$ cat config.mk
export PLATFORM = sky130hd
export DESIGN_NAME = region_bump_frame_allocator_flat
export DESIGN_NICKNAME = d
export VERILOG_FILES = /design/src/rtl/core/rbfa_pkg.sv /design/src/rtl/core/rbfa_ifs.sv /design/src/rtl/core/rbfa_ram.sv /design/src/rtl/core/rbfa_ctrl.sv /design/src/rtl/core/rbfa_datapath.sv /design/src/rtl/core/region_bump_frame_allocator.sv /design/src/flat_wrapper.sv
export VERILOG_INCLUDE_DIRS = /design/src /design/src/rtl/core
export SDC_FILE = /design/constraint.sdc
export NUM_CORES = 2
export LEC_CHECK = 0
export BUFFER_PORTS_ARGS = -buffer_cell sky130_fd_sc_hd__buf_2
export CAP_MARGIN = 20
export CORE_MARGIN = 2
export CORE_UTILIZATION = 38
export CTS_BUF_LIST = sky130_fd_sc_hd__clkbuf_4 sky130_fd_sc_hd__clkbuf_8 sky130_fd_sc_hd__clkbuf_16
export DETAILED_ROUTE_END_ITERATION = 12
export HOLD_SLACK_MARGIN = 0.05
export PLACE_DENSITY = 0.54
export RECOVER_POWER = 50
export SYNTH_ARGS = -nofsm -noshare
export SYNTH_HDL_FRONTEND = slang
export SYNTH_SLANG_ARGS = --single-unit
$ cat constraint.sdc
create_clock -name clk -period 19.1 [get_ports clk]
set_clock_uncertainty 0.1 [all_clocks]
set_input_delay 3.82 -clock clk [delete_from_list [all_inputs] [get_ports clk]]
set_output_delay 3.82 -clock clk [all_outputs]
set_load 0.005 [all_outputs]
$ cat src/rtl/core/region_bump_frame_allocator_defines.svh
// Assertion macros used by the frame allocator sequencer.
`ifndef REGION_BUMP_FRAME_ALLOCATOR_DEFINES_SVH
`define REGION_BUMP_FRAME_ALLOCATOR_DEFINES_SVH
`ifndef SYNTHESIS
`define RBFA_ASSERT_IMPL(lbl, ante, cons) \
	lbl: assert property (@(posedge clk) disable iff (!arst_n) (ante) |-> (cons)) \
		else $error("frame allocator check failed");
`define RBFA_ASSERT_NEXT(lbl, ante, cons) \
	lbl: assert property (@(posedge clk) disable iff (!arst_n) (ante) |=> (cons)) \
		else $error("frame allocator sequencing check failed");
`else
`define RBFA_ASSERT_IMPL(lbl, ante, cons)
`define RBFA_ASSERT_NEXT(lbl, ante, cons)
`endif
`endif

$ cat src/rtl/core/rbfa_pkg.sv
// Types, constants and codes shared by the frame allocator modules.
package rbfa_pkg;
	localparam int unsigned MAX_REGIONS_DEF = 16;
	localparam int unsigned ADDR_W     = 64;
	localparam int unsigned LEN_W      = 64;
	localparam int unsigned TYPE_W     = 8;
	localparam int unsigned IDX_W      = 4;
	localparam int unsigned CNT_W      = 5;
	localparam int unsigned CFG_IDX_W  = 2;
	localparam int unsigned CFG_DATA_W = 8;

	localparam logic [ADDR_W-1:0] FRAME_BYTES = 64'd4096;
	localparam logic [TYPE_W-1:0] USED_MARK   = 8'hA9;

	typedef enum logic [1:0] {
		MODE_LOAD,
		MODE_INIT,
		MODE_ALLOC,
		MODE_NOP
	} mode_t;

	typedef enum logic [1:0] {
		ST_GIVEN,
		ST_NOINIT,
		ST_OOM,
		ST_DONE
	} status_t;

	typedef enum logic [CFG_IDX_W-1:0] {
		CFG_REGION_COUNT,
		CFG_USABLE_TYPE
	} cfg_reg_t;

	typedef enum logic [2:0] {
		S_IDLE,
		S_SCAN_INIT,
		S_SCAN_ALLOC,
		S_CHK_ZERO,
		S_CHK_LEN,
		S_RESP
	} ctl_state_t;

	typedef struct packed {
		logic    load_wr;
		logic    init_clear;
		logic    set_init;
		logic    alloc_start;
		logic    scan_start;
		logic    scan_step;
		logic    take;
		logic    skip;
		logic    give;
		logic    set_result;
		status_t result;
		logic    push;
	} rbfa_cmd_t;

	typedef struct packed {
		logic initialized;
		logic zero_base;
		logic len_ge;
		logic scan_hit;
		logic scan_miss;
		logic scans_over;
		logic out_free;
	} rbfa_sts_t;
endpackage

$ cat src/rtl/core/rbfa_ifs.sv
// Request, response and configuration channel interfaces of the frame allocator.
interface rbfa_req_if;
	import rbfa_pkg::*;
	logic                valid;
	logic                ready;
	mode_t               mode;
	logic [IDX_W-1:0]    entry_index;
	logic [ADDR_W-1:0]   entry_base;
	logic [LEN_W-1:0]    entry_length;
	logic [TYPE_W-1:0]   entry_type;

	modport source (output valid, mode, entry_index, entry_base, entry_length, entry_type,
		input ready);
	modport sink (input valid, mode, entry_index, entry_base, entry_length, entry_type,
		output ready);
endinterface

interface rbfa_rsp_if;
	import rbfa_pkg::*;
	logic              valid;
	logic              ready;
	logic [ADDR_W-1:0] frame_address;
	status_t           status;

	modport source (output valid, frame_address, status, input ready);
	modport sink (input valid, frame_address, status, output ready);
endinterface

interface rbfa_cfg_if;
	import rbfa_pkg::*;
	logic                  valid;
	logic                  ready;
	logic [CFG_IDX_W-1:0]  index;
	logic [CFG_DATA_W-1:0] data;

	modport source (output valid, index, data, input ready);
	modport sink (input valid, index, data, output ready);
endinterface

$ cat src/rtl/core/rbfa_ram.sv
// Generic single-write, single-read RAM with registered read data.
module rbfa_ram #(
	parameter int unsigned WIDTH = 8,
	parameter int unsigned DEPTH = 16,
	localparam int unsigned AW = (DEPTH > 1) ? $clog2(DEPTH) : 1
) (
	input  logic             clk,
	input  logic             wr_en,
	input  logic [AW-1:0]    wr_addr,
	input  logic [WIDTH-1:0] wr_data,
	input  logic             rd_en,
	input  logic [AW-1:0]    rd_addr,
	output logic [WIDTH-1:0] rd_data
);
	logic [WIDTH-1:0] mem [0:DEPTH-1];

	always_ff @(posedge clk) begin
		if (wr_en) begin
			mem[wr_addr] <= wr_data;
		end
		if (rd_en) begin
			rd_data <= mem[rd_addr];
		end
	end
endmodule

$ cat src/rtl/core/rbfa_ctrl.sv
// Sequencer of the frame allocator: decodes items and steps the scan and bump.
`include "region_bump_frame_allocator_defines.svh"
module rbfa_ctrl (
	input  logic               clk,
	input  logic               arst_n,
	input  logic               req_valid,
	input  rbfa_pkg::mode_t    req_mode,
	output logic               req_ready,
	input  rbfa_pkg::rbfa_sts_t sts,
	output rbfa_pkg::rbfa_cmd_t cmd
);
	import rbfa_pkg::*;

	ctl_state_t state_q;
	ctl_state_t state_nxt;

	always_ff @(posedge clk or negedge arst_n) begin
		if (!arst_n) begin
			state_q <= S_IDLE;
		end else begin
			state_q <= state_nxt;
		end
	end

	always_comb begin
		state_nxt  = state_q;
		cmd        = '0;
		cmd.result = ST_DONE;
		req_ready  = 1'b0;
		unique case (state_q)
			S_IDLE: begin
				req_ready = 1'b1;
				if (req_valid) begin
					unique case (req_mode)
						MODE_LOAD: begin
							cmd.load_wr    = 1'b1;
							cmd.set_result = 1'b1;
							cmd.result     = ST_DONE;
							state_nxt      = S_RESP;
						end
						MODE_INIT: begin
							cmd.init_clear = 1'b1;
							cmd.scan_start = 1'b1;
							state_nxt      = S_SCAN_INIT;
						end
						MODE_ALLOC: begin
							if (!sts.initialized) begin
								cmd.set_result = 1'b1;
								cmd.result     = ST_NOINIT;
								state_nxt      = S_RESP;
							end else begin
								cmd.alloc_start = 1'b1;
								state_nxt       = S_CHK_ZERO;
							end
						end
						MODE_NOP: begin
							cmd.set_result = 1'b1;
							cmd.result     = ST_DONE;
							state_nxt      = S_RESP;
						end
						default: begin
							state_nxt = S_IDLE;
						end
					endcase
				end
			end
			S_SCAN_INIT: begin
				if (sts.scan_hit) begin
					cmd.take       = 1'b1;
					cmd.set_init   = 1'b1;
					cmd.set_result = 1'b1;
					cmd.result     = ST_DONE;
					state_nxt      = S_RESP;
				end else if (sts.scan_miss) begin
					cmd.set_result = 1'b1;
					cmd.result     = ST_OOM;
					state_nxt      = S_RESP;
				end else begin
					cmd.scan_step = 1'b1;
				end
			end
			S_SCAN_ALLOC: begin
				if (sts.scan_hit) begin
					cmd.take  = 1'b1;
					state_nxt = S_CHK_ZERO;
				end else if (sts.scan_miss) begin
					cmd.set_result = 1'b1;
					cmd.result     = ST_OOM;
					state_nxt      = S_RESP;
				end else begin
					cmd.scan_step = 1'b1;
				end
			end
			S_CHK_ZERO: begin
				// A region that starts at address zero never hands out its first page.
				if (sts.zero_base && sts.len_ge) begin
					cmd.skip = 1'b1;
				end
				state_nxt = S_CHK_LEN;
			end
			S_CHK_LEN: begin
				if (sts.len_ge && !sts.zero_base) begin
					cmd.give       = 1'b1;
					cmd.set_result = 1'b1;
					cmd.result     = ST_GIVEN;
					state_nxt      = S_RESP;
				end else if (sts.scans_over) begin
					cmd.set_result = 1'b1;
					cmd.result     = ST_OOM;
					state_nxt      = S_RESP;
				end else begin
					cmd.scan_start = 1'b1;
					state_nxt      = S_SCAN_ALLOC;
				end
			end
			S_RESP: begin
				if (sts.out_free) begin
					cmd.push  = 1'b1;
					state_nxt = S_IDLE;
				end
			end
			default: begin
				state_nxt = S_IDLE;
			end
		endcase
	end

	`RBFA_ASSERT_IMPL(a_give_needs_init, cmd.give, sts.initialized)
	`RBFA_ASSERT_IMPL(a_zero_page_skipped, state_q == S_CHK_LEN, !(sts.zero_base && sts.len_ge))
	`RBFA_ASSERT_NEXT(a_resp_drains, (state_q == S_RESP) && sts.out_free, state_q == S_IDLE)
endmodule

$ cat src/rtl/core/rbfa_datapath.sv
// Datapath of the frame allocator: region table, current region, scan and output register.
module rbfa_datapath #(
	parameter int unsigned MAX_REGIONS = rbfa_pkg::MAX_REGIONS_DEF
) (
	input  logic                        clk,
	input  logic                        arst_n,
	input  logic [rbfa_pkg::IDX_W-1:0]  entry_index,
	input  logic [rbfa_pkg::ADDR_W-1:0] entry_base,
	input  logic [rbfa_pkg::LEN_W-1:0]  entry_length,
	input  logic [rbfa_pkg::TYPE_W-1:0] entry_type,
	rbfa_rsp_if.source                  rsp,
	rbfa_cfg_if.sink                    cfg,
	input  rbfa_pkg::rbfa_cmd_t         cmd,
	output rbfa_pkg::rbfa_sts_t         sts
);
	import rbfa_pkg::*;

	localparam int unsigned AW = (MAX_REGIONS > 1) ? $clog2(MAX_REGIONS) : 1;
	localparam int unsigned CW = $clog2(MAX_REGIONS + 1);
	localparam int unsigned SW = $clog2(MAX_REGIONS + 2);
	localparam int unsigned EW = TYPE_W + LEN_W + ADDR_W;
	localparam logic [8:0]  MAXR9 = 9'(MAX_REGIONS);

	logic [CNT_W-1:0]  region_count_q;
	logic [TYPE_W-1:0] usable_type_q;
	logic [ADDR_W-1:0] cur_base_q;
	logic [LEN_W-1:0]  cur_len_q;
	logic              init_q;
	logic [CW-1:0]     idx_q;
	logic              rd_vld_s1;
	logic [AW-1:0]     rd_idx_s1;
	logic [SW-1:0]     scans_q;
	logic [ADDR_W-1:0] pend_addr_q;
	status_t           pend_status_q;
	logic [ADDR_W-1:0] out_addr_q;
	status_t           out_status_q;
	logic              out_valid_q;

	logic [8:0]        rc9;
	logic [8:0]        n_eff9;
	logic [CW-1:0]     n_eff;
	logic              issue;
	logic [8:0]        ldx9;
	logic              load_ok;
	logic              wr_en;
	logic [AW-1:0]     wr_addr;
	logic [EW-1:0]     wr_data;
	logic [EW-1:0]     rd_data;
	logic [ADDR_W-1:0] rd_base;
	logic [LEN_W-1:0]  rd_len;
	logic [TYPE_W-1:0] rd_type;

	// Counts above the table depth scan the whole table.
	assign rc9    = 9'(region_count_q);
	assign n_eff9 = (rc9 > MAXR9) ? MAXR9 : rc9;
	assign n_eff  = n_eff9[CW-1:0];
	assign issue  = cmd.scan_step && (idx_q < n_eff);

	assign ldx9    = 9'(entry_index);
	assign load_ok = cmd.load_wr && (ldx9 < MAXR9);

	assign rd_base = rd_data[ADDR_W-1:0];
	assign rd_len  = rd_data[ADDR_W +: LEN_W];
	assign rd_type = rd_data[ADDR_W+LEN_W +: TYPE_W];

	// Taking a region writes its entry back with the type replaced by the used mark.
	assign wr_en   = load_ok || cmd.take;
	assign wr_addr = cmd.take ? rd_idx_s1 : ldx9[AW-1:0];
	assign wr_data = cmd.take ? {USED_MARK, rd_len, rd_base}
		: {entry_type, entry_length, entry_base};

	rbfa_ram #(
		.WIDTH (EW),
		.DEPTH (MAX_REGIONS)
	) u_table (
		.clk     (clk),
		.wr_en   (wr_en),
		.wr_addr (wr_addr),
		.wr_data (wr_data),
		.rd_en   (issue),
		.rd_addr (idx_q[AW-1:0]),
		.rd_data (rd_data)
	);

	always_ff @(posedge clk or negedge arst_n) begin
		if (!arst_n) begin
			region_count_q <= '0;
			usable_type_q  <= '0;
			cur_base_q     <= '0;
			cur_len_q      <= '0;
			init_q         <= 1'b0;
			idx_q          <= '0;
			rd_vld_s1      <= 1'b0;
			scans_q        <= '0;
			out_valid_q    <= 1'b0;
		end else begin
			if (cfg.valid) begin
				if (cfg.index == CFG_REGION_COUNT) begin
					region_count_q <= cfg.data[CNT_W-1:0];
				end else if (cfg.index == CFG_USABLE_TYPE) begin
					usable_type_q <= cfg.data;
				end
			end

			priority if (cmd.init_clear) begin
				cur_base_q <= '0;
				cur_len_q  <= '0;
			end else if (cmd.take) begin
				cur_base_q <= rd_base;
				cur_len_q  <= rd_len;
			end else if (cmd.skip || cmd.give) begin
				cur_base_q <= cur_base_q + FRAME_BYTES;
				cur_len_q  <= cur_len_q - FRAME_BYTES;
			end else begin
				cur_base_q <= cur_base_q;
			end

			if (cmd.init_clear) begin
				init_q <= 1'b0;
			end else if (cmd.set_init) begin
				init_q <= 1'b1;
			end

			if (cmd.scan_start) begin
				idx_q     <= '0;
				rd_vld_s1 <= 1'b0;
			end else if (cmd.scan_step) begin
				if (issue) begin
					idx_q <= idx_q + 1'b1;
				end
				rd_vld_s1 <= issue;
			end

			if (cmd.alloc_start) begin
				scans_q <= '0;
			end else if (cmd.scan_start) begin
				scans_q <= scans_q + 1'b1;
			end

			if (cmd.push) begin
				out_valid_q <= 1'b1;
			end else if (rsp.ready) begin
				out_valid_q <= 1'b0;
			end
		end
	end

	always_ff @(posedge clk) begin
		if (issue) begin
			rd_idx_s1 <= idx_q[AW-1:0];
		end
		if (cmd.set_result) begin
			pend_status_q <= cmd.result;
			pend_addr_q   <= cmd.give ? cur_base_q : '0;
		end
		if (cmd.push) begin
			out_addr_q   <= pend_addr_q;
			out_status_q <= pend_status_q;
		end
	end

	assign sts.initialized = init_q;
	assign sts.zero_base   = (cur_base_q == '0);
	assign sts.len_ge      = |cur_len_q[LEN_W-1:12];
	assign sts.scan_hit    = rd_vld_s1 && (rd_type == usable_type_q);
	assign sts.scan_miss   = !rd_vld_s1 && (idx_q >= n_eff);
	assign sts.scans_over  = (scans_q > SW'(MAX_REGIONS));
	assign sts.out_free    = !out_valid_q || rsp.ready;

	assign cfg.ready         = 1'b1;
	assign rsp.valid         = out_valid_q;
	assign rsp.frame_address = out_addr_q;
	assign rsp.status        = out_status_q;
endmodule

$ cat src/rtl/core/region_bump_frame_allocator.sv
// Bump allocator of 4096-byte page frames over a table of memory regions. One item is
// worked at a time. A load, an unused mode or an allocate before init goes straight to
// the response state; an allocate first checks for a zero base, then the length of the
// current region. Each rescan reads the table RAM one entry per cycle through its single
// read port, over at most region_count capped at MAX_REGIONS entries. An allocate makes
// at most MAX_REGIONS + 1 rescans before it answers out of memory. The result waits in an
// output register, so the next item is taken while it is unclaimed; the table holds
// MAX_REGIONS entries and a scan that reaches a slot never loaded yields undefined data.
module region_bump_frame_allocator #(
	parameter int unsigned MAX_REGIONS = rbfa_pkg::MAX_REGIONS_DEF
) (
	input logic        clk,
	input logic        arst_n,
	rbfa_req_if.sink   req,
	rbfa_rsp_if.source rsp,
	rbfa_cfg_if.sink   cfg
);
	import rbfa_pkg::*;

	rbfa_cmd_t cmd;
	rbfa_sts_t sts;
	logic      ready;

	rbfa_ctrl u_ctrl (
		.clk       (clk),
		.arst_n    (arst_n),
		.req_valid (req.valid),
		.req_mode  (req.mode),
		.req_ready (ready),
		.sts       (sts),
		.cmd       (cmd)
	);

	rbfa_datapath #(
		.MAX_REGIONS (MAX_REGIONS)
	) u_datapath (
		.clk          (clk),
		.arst_n       (arst_n),
		.entry_index  (req.entry_index),
		.entry_base   (req.entry_base),
		.entry_length (req.entry_length),
		.entry_type   (req.entry_type),
		.rsp          (rsp),
		.cfg          (cfg),
		.cmd          (cmd),
		.sts          (sts)
	);

	assign req.ready = ready;
endmodule

$ cat src/flat_wrapper.sv
// flat-port wrapper written by rule: the top's interface ports become plain ports
module region_bump_frame_allocator_flat import rbfa_pkg::*;
#(
	parameter int unsigned MAX_REGIONS = rbfa_pkg::MAX_REGIONS_DEF
)
  (clk, arst_n, req_valid, req_mode, req_entry_index, req_entry_base, req_entry_length, req_entry_type, req_ready, rsp_valid, rsp_frame_address, rsp_status, rsp_ready, cfg_valid, cfg_index, cfg_data, cfg_ready);
  rbfa_req_if req_i ();
  rbfa_rsp_if rsp_i ();
  rbfa_cfg_if cfg_i ();
  input logic clk;
  input logic arst_n;
  input wire logic [$bits(req_i.valid)-1:0] req_valid;
  input wire logic [$bits(req_i.mode)-1:0] req_mode;
  input wire logic [$bits(req_i.entry_index)-1:0] req_entry_index;
  input wire logic [$bits(req_i.entry_base)-1:0] req_entry_base;
  input wire logic [$bits(req_i.entry_length)-1:0] req_entry_length;
  input wire logic [$bits(req_i.entry_type)-1:0] req_entry_type;
  output wire logic [$bits(req_i.ready)-1:0] req_ready;
  output wire logic [$bits(rsp_i.valid)-1:0] rsp_valid;
  output wire logic [$bits(rsp_i.frame_address)-1:0] rsp_frame_address;
  output wire logic [$bits(rsp_i.status)-1:0] rsp_status;
  input wire logic [$bits(rsp_i.ready)-1:0] rsp_ready;
  input wire logic [$bits(cfg_i.valid)-1:0] cfg_valid;
  input wire logic [$bits(cfg_i.index)-1:0] cfg_index;
  input wire logic [$bits(cfg_i.data)-1:0] cfg_data;
  output wire logic [$bits(cfg_i.ready)-1:0] cfg_ready;
  assign req_i.valid = req_valid;
  assign req_i.mode = req_mode;
  assign req_i.entry_index = req_entry_index;
  assign req_i.entry_base = req_entry_base;
  assign req_i.entry_length = req_entry_length;
  assign req_i.entry_type = req_entry_type;
  assign req_ready = req_i.ready;
  assign rsp_valid = rsp_i.valid;
  assign rsp_frame_address = rsp_i.frame_address;
  assign rsp_status = rsp_i.status;
  assign rsp_i.ready = rsp_ready;
  assign cfg_i.valid = cfg_valid;
  assign cfg_i.index = cfg_index;
  assign cfg_i.data = cfg_data;
  assign cfg_ready = cfg_i.ready;
  region_bump_frame_allocator #(.MAX_REGIONS(MAX_REGIONS)) u_core (.clk(clk), .arst_n(arst_n), .req(req_i), .rsp(rsp_i), .cfg(cfg_i));
endmodule
# --- Yosys cells after proc, flatten, opt, wreduce, memory -nomap -nowiden ---
# Memory sizes are Yosys's and may differ from the RTL's. A register that Yosys moved wholly into a read port is not among the register bits.
# Index checks and enable logic that the tools add are counted.
classes:
  addsub: 4
  order_cmp: 5
  n_eq_ne: 12
  muxes: 63
  n_bitwise: 1
  reduce_logical: 29
op_table:
  columns: ["operator", "n"]
  rows:
  - ["64-bit two-way mux", 6]
  - ["136-bit two-way mux", 1]
  - ["64-bit by 13-bit adder with 64-bit output, second input constant", 1]
  - ["64-bit zero test", 1]
  - ["64-bit by 13-bit subtractor with 64-bit output, second input constant", 1]
  - ["52-bit OR reduction", 1]
  - ["3-bit two-way mux", 14]
  - ["5-bit two-way mux", 6]
  - ["1-bit two-way mux", 26]
  - ["3-bit one-hot mux with 6 select lines", 1]
  - ["3-bit one-hot mux with 4 select lines", 1]
  - ["5-bit by 1-bit adder with 5-bit output, second input constant", 2]
  - ["5-bit greater-than comparator, second input constant", 2]
  - ["2-bit nonzero test", 5]
  - ["3-bit one-hot mux with 3 select lines", 1]
  - ["8-bit equality test", 1]
  - ["2-bit two-way mux", 4]
  - ["3-bit by 2-bit equality test with 1-bit output, second input constant", 2]
  - ["3-bit equality test, second input constant", 2]
  - ["1-bit logical AND", 6]
  - ["3-bit one-hot mux with 2 select lines", 1]
  - ["2-bit AND reduction", 3]
  - ["5-bit greater-or-equal comparator", 1]
  - ["4-bit by 5-bit less-than comparator with 1-bit output, second input constant", 1]
  - ["16 further kinds", 24]
word_totals:
  register_bits: 293
  ramBits: 2176
  in_bits: 157
  output_inout_bits: 69
  wordCells: 130
  mem_count: 1
memory_table:
  columns: ["memory", "words", "width", "read_ports", "rd_clocked_by_memory_dff", "wr", "line", "text"]
  rows:
  - ["u_core.u_datapath.u_table.mem", 16, 136, 1, 1, 1, "rbfa_ram.sv:15", "logic [WIDTH-1:0] mem [0:DEPTH-1];"]

# --- Depth between registers and ports, before layout ---
logic_depth:
  ltp_word: 11
  mapped_depth: 12
  ltp_nobuf: 10

# --- By module ---
# Synthesis repeated with hierarchy kept, for this count alone.
unflattened:
  cells_unflattened: 5017
  area_unflattened_um2: 100939.3
by_module_without_submodules:
  columns: ["module", "n_inst", "cells_per_inst", "area_per_inst_um2", "seq_area_each_um2"]
  rows:
  - ["rbfa_ram", 1, 3548, 85708.5, 69426.6]
  - ["rbfa_datapath", 1, 1405, 14754.2, 7637.3]
  - ["rbfa_ctrl", 1, 64, 476.7, 75.1]

# --- Worst setup path before layout ---
# Ideal clock, no wire load.
synth_path:
  path_type: "reg2reg"
  startpoint: "register u_core.u_datapath.idx_q[0]"
  endpoint: "register u_core.u_datapath.idx_q[0]"
  setup_ps: 163
  t_arrival_ps: 17034
  t_required_ps: 18837
  slack_ps: 1803
  stages_incl_launch_ff: 11
  path_buffers: 4
  period_less_slack_ps: 17297
  cell_sequence: "dfrtp_1 > clkbuf_1 > clkbuf_1 > buf_2 > clkbuf_1 > inv_1 > ha_1 > nand2b_1 > a21oi_1 > nor4b_1 > mux2_2"
synth_via:
  elab_chain_cells: 8
  word_cells_on_any_way: 14
  classes_between: "add/sub: 1; order compare: 2; mux: 6; reduce/logical: 5"
synth_lines:
  columns: ["item", "line", "text"]
  rows:
  - ["start, declared", "rbfa_datapath.sv:29", "logic [CW-1:0] idx_q;"]
  - ["start signal, assigned", "rbfa_datapath.sv:129", "idx_q <= idx_q + 1'b1;"]
  - ["5-bit greater-or-equal comparator", "rbfa_datapath.sv:166", "assign sts.scan_miss = !rd_vld_s1 && (idx_q >= n_eff);"]
  - ["1-bit logical AND", "rbfa_datapath.sv:166", null]
  - ["1-bit two-way mux", "rbfa_ctrl.sv:74, rbfa_ctrl.sv:86", null]
  - ["1-bit two-way mux", "rbfa_ctrl.sv:83", "if (sts.scan_hit) begin"]
  - ["2-bit two-way mux", null, null]
  - ["1-bit logical AND *", "rbfa_datapath.sv:57", "assign issue = cmd.scan_step && (idx_q < n_eff);"]
  - ["net u_core.u_datapath.issue", "rbfa_datapath.sv:42", "logic issue;"]
  - ["2-bit nonzero test (no source line) *", null, null]
  - ["2-bit AND reduction (no source line) *", null, null]
# Mark *: on every way through the listed nets, which the timed path passes. The rest lies on a longest branch. The select of a mux whose other input is x is not followed.
# A chain may end at the register's enable or synchronous reset.

# --- Worst setup path after layout ---
layout_path:
  startpoint: "register u_core.u_datapath.idx_q[0]"
  endpoint: "register u_core.u_datapath.u_table.rd_data[78] (read register of u_core.u_datapath.u_table.mem), enable pin"
layout_via:
  elab_chain_cells: 6
  word_cells_on_any_way: 7
  classes_between: "order compare: 2; mux: 3; reduce/logical: 2"
layout_lines:
  columns: ["item", "line", "text"]
  rows:
  - ["5-bit greater-or-equal comparator", "rbfa_datapath.sv:166", null]
  - ["1-bit logical AND", "rbfa_datapath.sv:166", null]
  - ["1-bit two-way mux", "rbfa_ctrl.sv:74, rbfa_ctrl.sv:86", null]
  - ["1-bit two-way mux", "rbfa_ctrl.sv:83", null]
  - ["2-bit two-way mux", null, null]
  - ["1-bit logical AND *", "rbfa_datapath.sv:57", null]
  - ["net u_core.u_datapath.issue", "rbfa_datapath.sv:42", null]
  - ["end, declared", "rbfa_ram.sv:13", "output logic [WIDTH-1:0] rd_data"]
# Mark *: on every way through the listed nets, which the timed path passes. The rest lies on a longest branch.

==> key figures <==
Routing
  • Initial DRC Count: around 4600
  • 1st-pass router iterations: 8
  • DR vias: 45628
  • Routed len/inst: between 20 and 30 µm
  • Remaining DRCs: 0
  • Vias per std cell: 5.57
  • Final wirelength: between 200 and 250 mm
  • Routed Antenna Nets: 0

Clocking
  • CTS tree: yes
  • Clock sink count: approximately 2400
  • Clk_lat worst skew: 930 ps
  • Setup Buffers After CTS: 0
  • Longest Clk Path Bufs: 4
  • Clock transition at the registers of the reported paths: approximately 70 ps
  • Clock root buffer: clkbuf_16
  • Total CTS buffers: between 200 and 300
  • PostCTS Resize Cnt: 0
  • H-tree levels: 5
  • Hold Buf Count CTS: 0

Yosys
  • Synth warn: 0
  • Most frequent cell after synthesis: edfxtp_1
  • Top FF cell, synth: edfxtp_1
  • Synthesized cell area: around 92000 µm²
  • Syn Area/Cell: 20.8 µm²
  • Post-synth EDFFs: approximately 2200
  • Distinct cells, synth: 63
  • Post-synth top cells: 2244 x edfxtp_1, 620 x mux4_2, 404 x nand2_1
  • Syn Nets: around 4600
  • Cells after Synth: roughly 4400
  • Main area contributors after synthesis: edfxtp_1 73%, mux4_2 15%, dfrtp_1 3.9%, nand2_1 1.6%, clkbuf_1 0.71%
  • Ys async rst share: 6.07%
  • Post-synth top area share: between 70% and 80%
  • Area leader, netlist: edfxtp_1
  • Sequential share of the synthesized area: between 70% and 80%
  • Register bit total from synthesis: about 2400

Die
  • Die area: between 200000 and 250000 µm²
  • Die W: 497 µm
  • Initial Util: about two fifths
  • Number of I/O pins: 226
  • Rows: around 180
  • Core area: around 240000 µm²
  • Die H: 497 µm

Finish
  • Share of layout cells above drive strength 1: 27.6%
  • Area grow syn2layout: 14.8%
  • Fin util: a little over two fifths
  • Post-route cell area: between 100000 and 150000 µm²
  • # fillers: a little over 20000
  • Nets@finish: roughly 5000
  • Finished Layout Cells: around 8200

Run status
  • Outcome: finished with violations
  • Failing checks: max-capacitance violations, max-slew violations

Place
  • Place WS: between 10000 and 15000 ps
  • Placed instance count: around 7700
  • PortBufs: around 210
  • Cell Area, Placed: between 90000 and 100000 µm²
  • Gpl congestion: between 0.7 and 0.8
  • Post-DP HPWL: ~130 mm

STA
  • Fin. Hold Viols: 0
  • Crit share post-route: between 50% and 60%
  • Max Freq: just under 90 MHz
  • Final Critical Period: 11220 ps
  • RSZ-0062 raised after global routing: no
  • Setup TNS: 0 ps
  • Worst setup margin: just under 8000 ps
  • Final-report max-slew violation count: ~750
  • Max transition margin: -513%
  • Hold slack: slightly below 300 ps
  • Worst Tran Pin Value: between 9000 and 10000 ps
  • # setup viols final: 0

Flow run
  • Total of max-cap violations: 17

Pwr
  • Power Total: between 10 and 15 mW
  • Max VDD drop: between 0.0002 and 0.00025 V
  • Pwr/cell area: around 140 nW/µm²
  • Leak Pwr: about 34 nW

Critical path
  • Crit path launch type: register
  • Worst Path Arrival: about 12000 ps
  • Worst setup EP type: register
  • WS Path Type: reg -> reg
  • Crit path max fanout: 94
  • CP required: approximately 20000 ps

Hold path
  • Min-Delay Path Class: reg -> reg

Global route
  • Total grt overflow: 0
  • Total GRT Usage: approximately a fifth
  • Antenna violations before repair: 11
  • First-pass GRT wire length: 352 mm
  • Largest net degree at the start of global routing: 101
  • Vias in the first global route: roughly 47000
==> flip-flops by register name, summed over array words and instances, names as in the netlist, 2 cells and up <==
signal / cells
u_core.u_ctrl.state_q: 3
u_core.u_datapath.region_count_q: 5
u_core.u_datapath.pend_status_q: 2
u_core.u_datapath.cur_base_q: 64
u_core.u_datapath.rsp.frame_address: 64
u_core.u_datapath.idx_q: 5
u_core.u_datapath.pend_addr_q: 64
u_core.u_datapath.cur_len_q: 52
u_core.u_datapath.rd_idx_s1: 4
u_core.u_datapath.u_table.rd_data: 124
u_core.u_datapath.scans_q: 5
u_core.u_datapath.usable_type_q: 8
u_core.u_datapath.rsp.status: 2
u_core.u_datapath.u_table.mem: 1984
==> final cells by class <==
type | count | area [µm²] | area share (%)
tap | 3202 | 4010 | 3.77
timing repair buffer | 305 | 1850 | 1.74
clock buffer | 370 | 7870 | 7.41
multi-input combinational | 1799 | 20600 | 19.4
antenna | 4 | 10.0 | 0.00943
sequential | 2389 | 71000 | 66.9
clock inverter | 100 | 663 | 0.625
inverter | 27 | 101 | 0.0955
==> per-layer routing <==
layer,up-vias,global-route usage (%),part of all wire (%)
li1,18968,-,-
met1,24797,28.1,44
met2,1492,31.8,48
met3,365,2.96,5.4
met4,6,5.29,2.5
met5,-,0,0.014
==> report_power, final <==
group	leakage (nW)	total (mW)	switching [mW]	internal (mW)
clock network	4.30	4.99	2.03	2.96
logic	7.81	3.24	1.66	1.58
registers	22.2	6.75	0.376	6.37
==> final timing paths <==
path,start,to,slack [ps],cells past startpoint
worst max-delay path,u_core.u_datapath.idx_q[0],u_core.u_datapath.u_table.rd_data[78],7880,7
worst min register to register,u_core.u_datapath.pend_addr_q[44],u_core.u_datapath.rsp.frame_address[44],290,0
worst min-delay path,u_core.u_datapath.pend_addr_q[44],u_core.u_datapath.rsp.frame_address[44],290,0
min in group asynchronous,arst_n,u_core.u_datapath.usable_type_q[5],5070,1
max in group asynchronous,arst_n,u_core.u_datapath.idx_q[2],9590,1
worst max register to register,u_core.u_datapath.idx_q[0],u_core.u_datapath.u_table.rd_data[78],7880,7
==> cells in the final DEF, fill, tap and decap left out, drive strengths merged, types with 5 or more instances in the layout <==
master / instances
mux2: 14
nand2: 404
nand4: 37
or4: 18
or3: 10
dfrtp: 145
mux4: 620
and4: 9
clkbuf: 404
nor2: 60
bufinv: 6
inv: 35
o21ai: 98
nor4: 50
ha: 15
buf: 271
and2: 68
edfxtp: 2244
nand3b: 5
xnor2: 42
a31oi: 7
nand2b: 13
a21o: 7
nor3: 39
nor4b: 6
o211ai: 5
clkinv: 82
xor2: 60
and3: 12
mux2i: 5
a21oi: 96
nand3: 60
==> cells by family (layout without fill, tap and decap cells) <==
family / after synthesis / after routing / share of synthesized area, %
flip-flops: 2389 / 2389 / 76.8
AND/OR/NAND/NOR: 804 / 804 / 4.21
multiplexers: 639 / 639 / 15.3
buffers and inverters: 257 / 802 / 1.09
AO/OA/AOI/OAI: 238 / 238 / 1.41
XOR/XNOR: 102 / 102 / 0.966
adder cells (fa/ha/maj): 15 / 15 / 0.203
other: 1 / 5 / 0.00406
==> critical path, stage by stage, from the launching register on <==
cell and delay, ps:
dfrtp_1 1820, inv_1 130, ha_1 390, nand2b_1 80, a21oi_1 70, nor4b_1 240
clkbuf_1 6380, buf_4 1480
(Power assumes the default switching activity.)
